--- config.mk ---
export PLATFORM = sky130hd
export DESIGN_NAME = sliding_median_filter
export DESIGN_NICKNAME = d
export VERILOG_FILES = /design/src/hdl/smf_pkg.sv /design/src/hdl/sliding_median_filter.sv /design/src/hdl/smf_cell.sv
export SDC_FILE = /design/constraint.sdc
export NUM_CORES = 1
export LEC_CHECK = 0
export ABC_AREA = 1
export BUFFER_PORTS_ARGS = -buffer_cell sky130_fd_sc_hd__buf_2
export CAP_MARGIN = 20
export CELL_PAD_IN_SITES_DETAIL_PLACEMENT = 0
export CELL_PAD_IN_SITES_GLOBAL_PLACEMENT = 2
export CORE_MARGIN = 4
export CORE_UTILIZATION = 36
export DETAILED_ROUTE_END_ITERATION = 10
export GPL_ROUTABILITY_DRIVEN = 0
export PLACE_DENSITY_LB_ADDON = 0.1
export SKIP_LAST_GASP = 1
export SYNTH_ARGS = -nofsm -noshare
export SYNTH_HDL_FRONTEND = slang
export SYNTH_SLANG_ARGS = --single-unit
--- constraint.sdc ---
create_clock -name clk -period 9 [get_ports clk]
set_input_delay 2.25 -clock clk [delete_from_list [all_inputs] [get_ports clk]]
set_output_delay 2.25 -clock clk [all_outputs]
set_load 0.05 [all_outputs]
--- src/hdl/smf_pkg.sv ---
`timescale 1ns / 1ps

package smf_pkg;

  // sample and median width in bits (values in millimetres)
  localparam int unsigned SAMPLE_W = 16;

  typedef logic [SAMPLE_W-1:0] sample_t;

  // flags handed from one cell to the next in the same cycle
  typedef struct packed {
    logic valid;     // compacted entry holds a sample
    logic gt;        // compacted entry sorts after the new sample
    logic del_seen;  // the expiring entry sits at or left of this cell
  } smf_link_t;

endpackage

--- src/hdl/sliding_median_filter.sv ---
`timescale 1ns / 1ps

// Sliding-window median over the last WINDOW_DEPTH samples. The window is a
// row of cells kept in ascending order; each cell tracks the age of its
// sample, so the oldest one leaves and the new one drops into place in one
// pass along the row. The filter takes one word per cycle while its result is
// not stalled and answers each word in the cycle after it is accepted, with
// the middle element of the held samples (the upper median while the count is
// even). Throughput is set by the single compare-and-shift step of the cell
// row; a stalled result holds the input off until it is taken.
module sliding_median_filter #(
  parameter int unsigned WINDOW_DEPTH = 5
) (
  input  logic                clk,
  input  logic                rst_n,
  input  logic                in_valid,
  output logic                in_stall,
  input  smf_pkg::sample_t    in_sample,
  output logic                out_valid,
  input  logic                out_stall,
  output smf_pkg::sample_t    out_median_value
);

  localparam int unsigned AGE_W = (WINDOW_DEPTH > 1) ? $clog2(WINDOW_DEPTH) : 1;
  localparam int unsigned CNT_W = $clog2(WINDOW_DEPTH + 1);

  logic                 accept;
  logic                 full;
  logic [CNT_W-1:0]     fill_r;
  logic [CNT_W-1:0]     fill_nxt;
  logic [AGE_W-1:0]     mid_r;
  logic                 out_valid_r;

  smf_pkg::smf_link_t   link      [WINDOW_DEPTH];
  smf_pkg::sample_t     c_value   [WINDOW_DEPTH];
  logic [AGE_W-1:0]     c_age     [WINDOW_DEPTH];
  logic                 valid_r   [WINDOW_DEPTH];
  smf_pkg::sample_t     value_r   [WINDOW_DEPTH];
  logic [AGE_W-1:0]     age_r     [WINDOW_DEPTH];

  assign in_stall  = out_valid_r && out_stall;
  assign accept    = in_valid && !in_stall;
  assign full      = (fill_r == CNT_W'(WINDOW_DEPTH));
  assign fill_nxt  = full ? fill_r : fill_r + CNT_W'(1);
  assign out_valid = out_valid_r;

  // build the sorted cell row
  for (genvar k = 0; k < WINDOW_DEPTH; k++) begin : g_cell
    smf_pkg::smf_link_t left_link;
    smf_pkg::sample_t   left_value;
    logic [AGE_W-1:0]   left_age;
    logic               right_valid;
    smf_pkg::sample_t   right_value;
    logic [AGE_W-1:0]   right_age;

    if (k == 0) begin : g_head
      assign left_link  = '0;
      assign left_value = '0;
      assign left_age   = '0;
    end else begin : g_body
      assign left_link  = link[k-1];
      assign left_value = c_value[k-1];
      assign left_age   = c_age[k-1];
    end

    if (k == WINDOW_DEPTH - 1) begin : g_tail
      assign right_valid = 1'b0;
      assign right_value = '0;
      assign right_age   = '0;
    end else begin : g_inner
      assign right_valid = valid_r[k+1];
      assign right_value = value_r[k+1];
      assign right_age   = age_r[k+1];
    end

    smf_cell #(
      .DEPTH (WINDOW_DEPTH),
      .AGE_W (AGE_W)
    ) u_cell (
      .clk         (clk),
      .rst_n       (rst_n),
      .shift_en    (accept),
      .full        (full),
      .sample      (in_sample),
      .left_link   (left_link),
      .left_value  (left_value),
      .left_age    (left_age),
      .right_valid (right_valid),
      .right_value (right_value),
      .right_age   (right_age),
      .valid_r     (valid_r[k]),
      .value_r     (value_r[k]),
      .age_r       (age_r[k]),
      .link        (link[k]),
      .c_value     (c_value[k]),
      .c_age       (c_age[k])
    );
  end

  // advance fill count and result flag
  always_ff @(posedge clk) begin
    if (!rst_n) begin
      fill_r      <= '0;
      out_valid_r <= 1'b0;
    end else begin
      if (accept) begin
        fill_r <= fill_nxt;
      end
      if (accept) begin
        out_valid_r <= 1'b1;
      end else if (!out_stall) begin
        out_valid_r <= 1'b0;
      end
    end
  end

  // hold the middle position for the pending word
  always_ff @(posedge clk) begin
    if (accept) begin
      mid_r <= AGE_W'(fill_nxt >> 1);
    end
  end

  // pick the median from the sorted row
  assign out_median_value = value_r[mid_r];

endmodule

--- src/hdl/smf_cell.sv ---
`timescale 1ns / 1ps

// One slot of the sorted window: holds a sample, its age and a valid bit.
module smf_cell #(
  parameter int unsigned DEPTH = 5,
  parameter int unsigned AGE_W = 3
) (
  input  logic                clk,
  input  logic                rst_n,
  input  logic                shift_en,
  input  logic                full,
  input  smf_pkg::sample_t    sample,
  // compacted entry of the left neighbor
  input  smf_pkg::smf_link_t  left_link,
  input  smf_pkg::sample_t    left_value,
  input  logic [AGE_W-1:0]    left_age,
  // stored entry of the right neighbor
  input  logic                right_valid,
  input  smf_pkg::sample_t    right_value,
  input  logic [AGE_W-1:0]    right_age,
  // stored entry of this cell
  output logic                valid_r,
  output smf_pkg::sample_t    value_r,
  output logic [AGE_W-1:0]    age_r,
  // compacted entry of this cell, toward the right neighbor
  output smf_pkg::smf_link_t  link,
  output smf_pkg::sample_t    c_value,
  output logic [AGE_W-1:0]    c_age
);

  logic             del;
  logic             valid_nxt;
  smf_pkg::sample_t value_nxt;
  logic [AGE_W-1:0] age_nxt;

  // drop the oldest entry once the window is full
  assign del = full && valid_r && (age_r == AGE_W'(DEPTH - 1));

  // close the gap left by the dropped entry
  always_comb begin
    link.del_seen = left_link.del_seen | del;
    if (link.del_seen) begin
      link.valid = right_valid;
      c_value    = right_value;
      c_age      = right_age;
    end else begin
      link.valid = valid_r;
      c_value    = value_r;
      c_age      = age_r;
    end
    link.gt = !link.valid || (c_value > sample);
  end

  // insert the new sample where the order first exceeds it
  always_comb begin
    if (left_link.gt) begin
      valid_nxt = left_link.valid;
      value_nxt = left_value;
      age_nxt   = left_age + AGE_W'(1);
    end else if (link.gt) begin
      valid_nxt = 1'b1;
      value_nxt = sample;
      age_nxt   = '0;
    end else begin
      valid_nxt = link.valid;
      value_nxt = c_value;
      age_nxt   = c_age + AGE_W'(1);
    end
  end

  // hold valid under reset
  always_ff @(posedge clk) begin
    if (!rst_n) begin
      valid_r <= 1'b0;
    end else if (shift_en) begin
      valid_r <= valid_nxt;
    end
  end

  // advance payload
  always_ff @(posedge clk) begin
    if (shift_en) begin
      value_r <= value_nxt;
      age_r   <= age_nxt;
    end
  end

endmodule

; Word-level counts from Yosys, hierarchy flattened
; Cells that the tools add are included.
[word_totals]
ff_bits = 106
[classes]
eq_ne = 7
reduce_logical = 24
n_mux = 47
magnitude_cmp = 6
bitwise_logic = 6
addsub = 6
[ops]
columns = op, n
row1 = 16-bit 2-to-1 mux, 16
row2 = 16-bit > comparator, 5
row3 = 16-bit binary-select mux with 3-bit select, 1
row4 = 3-bit 2-to-1 mux, 14
row5 = 3-bit by 1-bit adder with 3-bit output (second input constant), 6
row6 = 3-bit == test (second input constant), 6
row7 = 1-bit 2-to-1 mux, 16
row8 = 1-bit logical AND, 12
row9 = 1-bit zero test, 6
row10 = 1-bit logical OR, 5
row11 = 4-bit greater-or-equal comparator (second input constant), 1
row12 = 2-bit NOT with 4-bit output, 1
row13 = 1-bit OR, 4
row14 = 2-bit by 1-bit != test with 1-bit output (second input constant), 1
row15 = 2-bit AND reduction, 1
row16 = 1-bit NOT, 1

; Longest topological paths before layout
; Gate-level depths: netlist of the first run.
[logic_depth]
word_depth = 12
depth_mapped = 28
mapped_depth_nobuf = 25

; By module
; From an unflattened synthesis of the first run, not the netlist that was laid out.
[unflattened]
hier_cells = 1543
hier_area_um2 = 10575.1
[modules_own_cells]
columns = module, instances, seq_area_each_um2, area_each_um2, cells_per_inst
row1 = smf_cell, 5, 590.6, 1951.9, 279
row2 = sliding_median_filter, 1, 140.1, 815.8, 148

; Worst setup path after synthesis of the first run
; Ideal clock, no wire load.
[synth_path]
path_type = in2reg
startpoint = in out_stall
endpoint = reg g_cell[2].u_cell.valid_r
cell_stages = 6
setup_ps = 121
arrival_ps = 7959
setup_slack_ps = 921
cell_sequence = nand2_1 inv_1 nor2_1 inv_1 o21ai_0 inv_1
[synth_via]
elab_chain_len = 3
[synth_lines]
columns = item, line_no
row1 = "start, declared", sliding_median_filter.sv:20  ; input logic out_stall,
row2 = 1-bit logical AND, sliding_median_filter.sv:41  ; assign in_stall = out_valid_r && out_stall;
row3 = net in_stall, sliding_median_filter.sv:17  ; output logic in_stall,
row4 = 1-bit zero test, sliding_median_filter.sv:42  ; assign accept = in_valid && !in_stall;
row5 = 1-bit logical AND, sliding_median_filter.sv:42
row6 = net accept, sliding_median_filter.sv:27  ; logic accept;
row7 = "end signal, assigned", smf_cell.sv:76  ; valid_r <= valid_nxt;
row8 = "end, declared", smf_cell.sv:22  ; output logic valid_r,
; The timed path passes the listed nets, and every way through them passes these cells.
; A chain may end at the register's enable or synchronous reset.

; Worst setup path after layout of the first run
[layout_path]
startpoint = reg fill_r[1]
endpoint = reg g_cell[4].u_cell.value_r[12], data pin
[layout_via]
elab_chain_len = 12
elab_cells_between_ends = 27
cone_classes = order compare: 2 / eq/ne: 1 / mux: 6 / bitwise: 4 / reduce/logical: 14
[layout_lines]
columns = item, line_no
row1 = "start, declared", sliding_median_filter.sv:29  ; logic [CNT_W-1:0] fill_r;
row2 = "start signal, assigned", sliding_median_filter.sv:107  ; fill_r <= fill_nxt;
row3 = 3-bit == test *, sliding_median_filter.sv:43  ; assign full = (fill_r == CNT_W'(WINDOW_DEPTH));
row4 = 1-bit logical AND (2 in a row), smf_cell.sv:37  ; assign del = full && valid_r && (age_r == AGE_W'(DEPTH - 1));
row5 = 1-bit OR (4 in a row), smf_cell.sv:41  ; link.del_seen = left_link.del_seen | del;
row6 = 16-bit 2-to-1 mux or 1-bit 2-to-1 mux (tied branches), smf_cell.sv:42  ; if (link.del_seen) begin
row7 = 16-bit > comparator or 1-bit zero test (tied branches), smf_cell.sv:51  ; link.gt = !link.valid || (c_value > sample);
row8 = 1-bit logical OR, smf_cell.sv:51
row9 = 16-bit 2-to-1 mux, smf_cell.sv:60  ; end else if (link.gt) begin
row10 = 16-bit 2-to-1 mux *, smf_cell.sv:56  ; if (left_link.gt) begin
row11 = net g_cell[4].u_cell.value_nxt[12], smf_cell.sv:33  ; smf_pkg::sample_t value_nxt;
row12 = "end signal, assigned", smf_cell.sv:83  ; value_r <= value_nxt;
row13 = "end, declared", smf_cell.sv:23  ; output smf_pkg::sample_t value_r,
; Mark *: on every way through the listed nets, which the timed path passes. The rest lies on a longest branch.

==> run_results.csv, run 1 <==
group,metric,value,unit
routing,routed_wl,28.6,mm
logic_synthesis,synth_edf_count,97,
clock_tree,tritoncts,"yes",
clock_tree,clk_pin_slew_worst_paths,0.08,ns
logic_synthesis,syn_inst,1358,
timing,finalSetupTns,0,ns
floorplanning,core_area,25300,um2
routing,met2WireLength,13.0,mm
power_and_ir_drop,ir_worst_vdd,0.0586,mV
worst_setup_path,worstSetupEndpointType,"flop",
clock_tree,clk_latency,0.37,ns
worst_setup_path,crit_slowest_cell,"nand2_2",
cells_and_area,multi_input_area,5180,um2
global_route,grt_max_degree,67,
power_and_ir_drop,p_leak,0.00518,uW
cells_and_area,fillCellCount,2792,
min_path,hp-class,"reg -> reg",
worst_setup_path,path_class,"reg -> reg",
worst_setup_path,crit_arrival,5.51,ns
timing,finalHoldViolCount,0,
routing,ant_nets,0,
floorplanning,initial_core_util,36.9,%
timing,worst_slew_pin_slew,0.967,ns
worst_setup_path,crit_fanout,41,
routing,dr.pass1.iters,5,
logic_synthesis,synthArstFlopShare,0,%
logic_synthesis,syn_area,9330,um2
clock_tree,post_cts_resized,0,
timing,period_share,59.8,%
clock_tree,ctsRootBufferMaster,"clkbuf_16",
routing,vias,8387,
floorplanning,dieArea,28600,um2
cells_and_area,seq_area,3090,um2
timing,rsz0062_at_grt,"no",
cells_and_area,antennaDiodeCount,0,
cells_and_area,instances_no_fill,1694,
power_and_ir_drop,power.density,159,nW/um2
logic_synthesis,dominantRegCellSynth,"edfxtp_1",
clock_tree,cts_sinks,106,
logic_synthesis,yosys_warnings,0,
logic_synthesis,ys_types,32,
routing,wl_met3,864,um
logic_synthesis,syn_nets,1465,
global_route,antenna_found_initial,0,
floorplanning,rows,58,
floorplanning,chipHeight,169,um
clock_tree,cts_buffers,9,
place,dp_cells,1678,
floorplanning,io_pins,38,
worst_setup_path,crit_top_cell,"nand2_1",
timing,whs,0.489,ns
cells_and_area,final_layout_size_suffix_gt1_share,6.30,%
worst_setup_path,cp_top_family,"simple AND/OR/NAND/NOR gates",
timing,report.final.slew_viol_count,0,
timing,fmax,186,MHz
global_route,overflow,0,
worst_setup_path,critPathMaxStageDelay,0.74,ns
outcome,outcome,"finished clean",
worst_setup_path,cp.required,9.13,ns
timing,fin_crit,5.38,ns
logic_synthesis,syn_area_per_cell,6.87,um2
routing,wl_met1,14.5,mm
place,io_buffers,37,
logic_synthesis,ys_seq_area_share,33.1,%
clock_tree,cts_setup_buffers,0,
timing,maxSlewHeadroom,35.5,%
flow_run,max_cap_viol_count,0,
clock_tree,clk_path_buf_depth,2,
global_route,grt.total_usage,20.5,%
clock_tree,htree_levels,3,
routing,wl_per_cell,16.9,um
cells_and_area,syn2layout_area_growth,7.36,%
routing,top_layer,"met4",
routing,drcViolationCount,0,
worst_setup_path,crit_buf_inv,5,
global_route,grt_first_pass_wirelength,46.5,mm
global_route,grt_pass1_vias,8276,
floorplanning,die_w,169,um
worst_setup_path,start_kind,"flop",
place,hpwlAfterDp,21.1,mm
cells_and_area,fin_nets,1466,
timing,setup_viol,0,
clock_tree,hold_buffers,0,
logic_synthesis,ys_ff_latch,106,
timing,finClkSkew,0.0133,ns
routing,avgViaCountPerCell,4.95,
routing,drt_iter0_markers,655,
[flip-flops by register name (all words and copies together) (netlist names)]
register,cells
fill_r,3
g_cell.u_cell.age_r,15
g_cell.u_cell.valid_r,5
g_cell.u_cell.value_r,80
mid_r,2
out_valid,1
[final timing paths]
check / cells after the start / slack [ns] / from / endpoint
max: 26 / 3.62 / fill_r[1] / g_cell[4].u_cell.value_r[12]
min: 2 / 0.49 / out_valid / out_valid
max reg2reg: 26 / 3.62 / fill_r[1] / g_cell[4].u_cell.value_r[12]
min reg2reg: 2 / 0.49 / out_valid / out_valid
[kinds of logic after synthesis]
logic type	share of synthesized area [%]
buffers and inverters	11.5
adder cells (fa/ha/maj)	11.7
flip-flops	33.1
XOR/XNOR	0.469
AND/OR/NAND/NOR	30.9
AO/OA/AOI/OAI	12.3
[routing by layer]
metal	up-vias	GRT usage, %
li1	4400	-
met1	3857	29.7
met2	115	33.8
met3	15	1.54
met4	0	4.03
met5	-	0
[cells in the final DEF, fill, tap and decap left out, types with 37 or more instances in the layout]
| cell | count |
|---|---|
| nand2_1 | 470 |
| inv_1 | 203 |
| nand3_1 | 140 |
| edfxtp_1 | 97 |
| a21oi_1 | 87 |
| ha_1 | 87 |
| nor2_1 | 61 |
| o21ai_0 | 57 |
| o21a_1 | 47 |
| buf_2 | 37 |
[cell usage after synthesis (2+ instances only)]
master    instances  area, um2
buf_6             7       78.8
o21ai_0          57        285
buf_2            20        100
ha_1             87       1090
xor2_1            2       17.5
a21o_1            4       30.0
nand4_1           4       25.0
nand2_2           7       43.8
buf_4             2       15.0
o21a_1           47        353
xnor2_1           3       26.3
a21oi_1          87        435
nor3_1            4       20.0
edfxtp_1         97       2910
dfxtp_1           9        180
nor2_1           62        233
clkbuf_1         27        101
nand2_1         471       1770
nand3_2           2       20.0
inv_1           203        762
nor2_4            3       33.8
nand3_1         140        701
inv_2             4       15.0
[report_power, final]
| group | switching, uW | total (uW) | internal (uW) |
|---|---|---|---|
| clock | 220 | 413 | 194 |
| sequential | 29.8 | 638 | 608 |
| combinational | 376 | 541 | 165 |
[worst register-to-register path, cell delays in order, from the launching register on]
cell and delay, ns:
dfxtp_1 0.32, inv_1 0.08, ha_1 0.16, nand2_2 0.10
nor2_4 0.14, nand2_4 0.27, nand2_2 0.75, nor2_1 0.17
nand2_1 0.62, nand2_1 0.14, nand2_1 0.12, inv_1 0.07
ha_1 0.29, nand2_1 0.07, inv_1 0.05, nand2_1 0.04
nand2_1 0.10, nand2_1 0.07, nand2_1 0.08, nand2_1 0.05
nand2_1 0.05, nand2_1 0.36, nand2_1 0.17, buf_4 0.40
inv_2 0.28, nand3_1 0.16, nand2_1 0.06
[through the flow]
| step | total power [uW] | setup WS [ns] | util (%) | instance area, um2 |
|---|---|---|---|---|
| after floorplan | 1050 | 0.921 | - | 9330 |
| after global placement | 1190 | 3.59 | 38.3 | 9710 |
| after detailed placement | 1190 | 3.53 | 38.4 | 9730 |
| after CTS | 1610 | 3.50 | 39.6 | 10000 |
| after global routing | 1710 | 2.88 | 39.6 | 10000 |
| final | 1590 | 3.62 | 39.6 | 10000 |
[cell type report]
| type | instances | area share [%] |
|---|---|---|
| clock inverters | 7 | 0.612 |
| flip-flops and latches | 106 | 30.9 |
| repair buffers | 46 | 2.72 |
| well taps | 330 | 4.12 |
| clock buffers | 9 | 2.25 |
| inverters | 207 | 7.75 |
| multi-input cells | 989 | 51.7 |
Power figures use the tool's default switching activity.
==> inputs of run 2 (changes only) <==
Clock period 9 ns to 5 ns, I/O delays scaled along.
==> run_results.csv, run 2 (synthesis results as in run 1) <==
group,metric,value,unit
outcome,outcome,"finished clean",
floorplanning,dieArea,28600,um2
min_path,whs_endpoint,"out_valid",
power_and_ir_drop,p_int,1770,uW
power_and_ir_drop,power_frac_comb,33.6,%
worst_setup_path,r2r_setup_slack,0.83,ns
power_and_ir_drop,power.density,286,nW/um2
worst_setup_path,crit_chain,"inv_1, ha_1, nand2_2, nor2_4, nand2_4, nand3_4, buf_4, o21a_1, inv_1, ha_1, nand2_1, inv_1, nand3_1, nor3_1, nand2_1, nand2_1, nand2_1, buf_4, nand2_2, buf_4, nor2_1, nand2_1, nand2_1",
worst_setup_path,path_class,"reg -> reg",
timing,layout_setup_ws,0.835,ns
cells_and_area,seq_area,3090,um2
routing,routed_wl,27.6,mm
power_and_ir_drop,power.switching,1140,uW
floorplanning,die_w,169,um
power_and_ir_drop,sw_frac_of_total,39.3,%
place,io_buffers,37,
cells_and_area,reg.largest.list,"g_cell.u_cell.value_r: 80 flops, g_cell.u_cell.age_r: 15 flops, g_cell.u_cell.valid_r: 5 flops",
clock_tree,ctsRootBufferMaster,"clkbuf_16",
cells_and_area,fin_nets,1485,
clock_tree,cts_sinks,106,
worst_setup_path,crit_top_cell,"nand2_1",
min_path,hold_depth,2,
timing,rsz0062_at_grt,"no",
flow_run,max_cap_viol_count,0,
cells_and_area,fillCellCount,2756,
clock_tree,tritoncts,"yes",
worst_setup_path,crit_arrival,4.31,ns
clock_tree,post_cts_resized,0,
global_route,grt_first_pass_wirelength,45.5,mm
cells_and_area,antennaDiodeCount,0,
routing,drcViolationCount,0,
power_and_ir_drop,p_seq_share,39.8,%
global_route,grt_pass1_vias,8000,
routing,drt_iter0_markers,575,
routing,avgViaCountPerCell,4.85,
timing,setup_viol,0,
floorplanning,chipHeight,169,um
global_route,overflow,0,
worst_setup_path,start_kind,"flop",
worst_setup_path,reg2regPathDepth,23,
worst_setup_path,crit_slowest_cell,"buf_4",
floorplanning,rows,58,
clock_tree,clk_path_buf_depth,2,
clock_tree,cts_buffers,9,
worst_setup_path,cp.required,5.14,ns
worst_setup_path,r2r-end,"g_cell[3].u_cell.age_r[2]",
cells_and_area,syn2layout_area_growth,9.05,%
cells_and_area,final_common_cell,"nand2_1",
clock_tree,clk_pin_slew_worst_paths,0.09,ns
cells_and_area,layout_common_cells,"nand2_1, inv_1, nand3_1",
cells_and_area,largest-register,"g_cell.u_cell.value_r",
worst_setup_path,r2r_start,"fill_r[1]",
timing,maxSlewHeadroom,32.4,%
clock_tree,hold_buffers,0,
power_and_ir_drop,ir_worst_vdd,0.134,mV
worst_setup_path,worstSetupEndpointType,"flop",
timing,finalHoldViolCount,0,
timing,report.final.slew_viol_count,0,
global_route,grt.total_usage,19.8,%
power_and_ir_drop,p_leak,0.00528,uW
routing,wl_per_cell,16.1,um
cells_and_area,largest_reg_flops,80,
floorplanning,initial_core_util,36.9,%
place,place_ws,0.813,ns
routing,ant_nets,0,
floorplanning,core_area,25300,um2
clock_tree,htree_levels,3,
floorplanning,io_pins,38,
clock_tree,cts_setup_buffers,0,
min_path,hp-class,"reg -> reg",
worst_setup_path,crit_fanout,37,
cells_and_area,multi_input_area,5180,um2
timing,fin_crit,4.17,ns
timing,finClkSkew,0.0154,ns
timing,worst_slew_pin_slew,1.01,ns
routing,vias,8315,
timing,finalSetupTns,0,ns
place,hpwlAfterDp,21.2,mm
clock_tree,clk_latency,0.38,ns
cells_and_area,final_layout_size_suffix_gt1_share,7.59,%
routing,dr.pass1.iters,5,
timing,fmax,240,MHz
global_route,grt_max_degree,51,
global_route,antenna_found_initial,0,
min_path,hold_path.startpoint,"out_valid",
worst_setup_path,critPathMaxStageDelay,0.36,ns
timing,period_share,83.3,%
power_and_ir_drop,clock_power_share,26.6,%
run 2: changes by cell type in the layout (fill, tap and decap cells not counted), sizes merged:
| cell | previous run | this run |
|---|---|---|
| buf | 46 | 65 |
| clkinvlp | 1 | 0 |
| inv | 209 | 211 |
| clkinv | 4 | 3 |
run 2: worst max path at each step:
stage	startpoint	end	slack, ns	cells past startpoint
3_3_place_gp	in_sample[15]	g_cell[1].u_cell.age_r[1]	0.81	11
6_report	fill_r[1]	g_cell[3].u_cell.age_r[2]	0.83	23
4_1_cts	fill_r[1]	g_cell[3].u_cell.age_r[2]	0.79	23
3_5_place_dp	fill_r[1]	g_cell[3].u_cell.age_r[2]	0.81	23
2_1_floorplan	out_stall	g_cell[2].u_cell.valid_r	1.12	6
5_1_grt	fill_r[1]	g_cell[3].u_cell.age_r[2]	0.40	23
run 2: per-layer routing:
metal  track usage, %  part of all wire, %  wire length [um]  up-vias
met5                0                    0                 0        -
li1                 -                    -                 -     4436
met4             3.78                 0.88               244        0
met3             1.63                  3.3               913       12
met1             31.5                   55             15100     3734
met2             29.4                   41             11300      133
run 2: layout make-up:
| cell class | instances | area share, % |
|---|---|---|
| multi-input combinational | 989 | 50.9 |
| sequential | 106 | 30.4 |
| inverter | 207 | 7.63 |
| tap | 330 | 4.06 |
| timing repair buffer | 65 | 4.01 |
| clock buffer | 9 | 2.21 |
| clock inverter | 7 | 0.824 |
run 2: stage by stage:
stage          power, uW  hold slack [ns]  utilization [%]  cells  cell area, um2
2_1_floorplan       1880            0.451                -   1358            9340
3_3_place_gp        2160            0.466             39.0   1697            9870
3_5_place_dp        2160            0.467             39.0   1697            9870
4_1_cts             2940            0.481             40.2   1713           10200
5_1_grt             3120            0.513             40.2   1713           10200
6_report            2910            0.482             40.2   1713           10200
run 2: power groups by stage:
stage	registers, uW	clock network [uW]	logic (uW)
after floorplan	1150	0	732
after detailed placement	1180	0	981
after global placement	1170	0	982
after CTS	1160	796	987
final	1160	775	978
after global routing	1170	832	1130
run 2: critical path, delay by kind of cell, from the launching register on:
family,cells,cell delay (ns)
compound gates,1,0.18
simple gates,14,1.82
flops,1,0.32
fa+ha+maj,2,0.45
buf+inv,6,1.11
==> inputs of run 3 (changes only) <==
Settings changed: CORE_UTILIZATION 36 to 33.
Clock period 5 ns to 3.4 ns, I/O delays scaled along.
==> run_results.csv, run 3 (synthesis results as in run 1) <==
group,metric,value,unit
timing,fin_crit,3.24,ns
cells_and_area,fin_nets,1533,
worst_setup_path,r2r-end,"g_cell[3].u_cell.value_r[3]",
floorplanning,io_pins,38,
cells_and_area,final_common_cell,"nand2_1",
clock_tree,clk_latency,0.37,ns
floorplanning,core_area,27900,um2
clock_tree,cts_sinks,106,
routing,drcViolationCount,0,
timing,worst_slew_pin_slew,0.634,ns
floorplanning,dieArea,31000,um2
global_route,grt_pass1_vias,8304,
timing,finalHoldViolCount,0,
worst_setup_path,reg2regPathDepth,24,
cells_and_area,layout_common_cells,"nand2_1, inv_1, nand3_1",
routing,routed_wl,31.2,mm
timing,period_share,95.2,%
cells_and_area,reg.largest.list,"g_cell.u_cell.value_r: 80 flops, g_cell.u_cell.age_r: 15 flops, g_cell.u_cell.valid_r: 5 flops",
place,place_ws,-0.115,ns
clock_tree,clk_pin_slew_worst_paths,0.09,ns
clock_tree,hold_buffers,0,
worst_setup_path,path_class,"reg -> reg",
floorplanning,initial_core_util,33.5,%
routing,wl_per_cell,17.2,um
timing,rsz0062_at_grt,"yes",
global_route,grt_max_degree,48,
routing,ant_nets,0,
timing,layout_setup_ws,0.164,ns
min_path,whs_endpoint,"out_valid",
cells_and_area,multi_input_area,5450,um2
worst_setup_path,r2r_start,"fill_r[1]",
power_and_ir_drop,p_leak,0.00573,uW
clock_tree,htree_levels,3,
power_and_ir_drop,ir_worst_vdd,0.313,mV
global_route,grt.total_usage,18.9,%
worst_setup_path,r2r_setup_slack,0.16,ns
routing,dr.pass1.iters,5,
min_path,hold_depth,2,
worst_setup_path,worstSetupEndpointType,"flop",
timing,finClkSkew,0.0159,ns
outcome,outcome,"finished clean",
cells_and_area,antennaDiodeCount,0,
clock_tree,clk_path_buf_depth,2,
min_path,hold_path.startpoint,"out_valid",
worst_setup_path,cp.required,3.52,ns
worst_setup_path,crit_fanout,18,
cells_and_area,syn2layout_area_growth,21.2,%
clock_tree,ctsRootBufferMaster,"clkbuf_16",
cells_and_area,largest-register,"g_cell.u_cell.value_r",
floorplanning,die_w,176,um
global_route,antenna_found_initial,0,
place,hpwlAfterDp,22.1,mm
routing,avgViaCountPerCell,4.77,
cells_and_area,fillCellCount,3027,
timing,report.final.slew_viol_count,0,
min_path,hp-class,"reg -> reg",
place,io_buffers,37,
clock_tree,cts_buffers,9,
routing,vias,8636,
cells_and_area,largest_reg_flops,80,
floorplanning,rows,61,
timing,maxSlewHeadroom,57.7,%
global_route,grt_first_pass_wirelength,46.9,mm
worst_setup_path,start_kind,"flop",
clock_tree,tritoncts,"yes",
worst_setup_path,crit_arrival,3.36,ns
global_route,overflow,0,
flow_run,max_cap_viol_count,0,
floorplanning,chipHeight,176,um
timing,setup_viol,0,
timing,fmax,309,MHz
cells_and_area,seq_area,3100,um2
cells_and_area,final_layout_size_suffix_gt1_share,13.5,%
power_and_ir_drop,power.density,402,nW/um2
timing,finalSetupTns,0,ns
routing,drt_iter0_markers,583,
==> run 3: worst max-delay path, cell delays in order, from the launching register on <==
cell and delay (ns):
dfxtp_2 0.34, inv_2 0.05, ha_4 0.16, nand2_4 0.09, inv_4 0.06, nand3_4 0.12
nand3_4 0.11, buf_4 0.15, buf_12 0.14, nand2_1 0.06, o21a_1 0.15, inv_2 0.06
ha_4 0.26, nand2_1 0.05, inv_2 0.08, nand3_4 0.08, nor3_4 0.21, nand3_2 0.10
nand2_2 0.09, nand2_4 0.07, buf_12 0.15, buf_6 0.14, buf_12 0.13, nand2_1 0.06
nand2_1 0.05
==> run 3: cell type report <==
class,count,share of cell area (%)
Inverter,207,6.97
Sequential cell,106,27.4
Multi-Input combinational cell,990,48.2
Clock inverter,6,0.708
Clock buffer,10,2.21
Timing Repair Buffer,112,10.4
Tap cell,378,4.18
==> run 3: repair_timing <==
| item | in CTS | in global routing |
|---|---|---|
| cloned | 0 | 15 |
| resized for setup | 4 | 86 |
| setup endpoints to repair | 38 | 92 |
| setup buffers | 1 | 14 |
| pin swaps | 0 | 12 |
==> run 3: worst max path at each step <==
stage	start	end	slack (ns)	cells after the start
6_report	fill_r[1]	g_cell[3].u_cell.value_r[3]	0.16	24
3_3_place_gp	fill_r[1]	g_cell[3].u_cell.value_r[3]	-0.05	22
2_1_floorplan	out_stall	g_cell[2].u_cell.valid_r	-0.08	6
5_1_grt	fill_r[1]	g_cell[3].u_cell.value_r[11]	-0.04	28
4_1_cts	fill_r[1]	g_cell[1].u_cell.value_r[9]	-0.02	22
3_5_place_dp	fill_r[1]	g_cell[3].u_cell.value_r[1]	-0.11	22
==> run 3: power breakdown <==
part	internal, uW	switching, uW
logic	569	1070
clock network	634	584
registers	1610	91.5
total	2810	1740
==> run 3: metrics by stage <==
step	power [uW]	cells	hold WS, ns	util (%)	instance area (um2)
finish	4550	1809	0.481	40.6	11300
global route	4870	1809	0.524	40.6	11300
CTS	4450	1780	0.485	37.9	10600
detailed placement	3230	1763	0.472	36.6	10200
global placement	3230	1763	0.470	36.6	10200
floorplan	2770	1358	0.451	-	9340
==> run 3: metal layers <==
| metal | vias to the layer above | track usage [%] | wire length, um |
|---|---|---|---|
| met5 | - | 0 | 0 |
| met4 | 0 | 3.35 | 309 |
| met3 | 18 | 2.48 | 1340 |
| met2 | 160 | 28.8 | 14000 |
| li1 | 4542 | - | - |
| met1 | 3916 | 28.9 | 15500 |
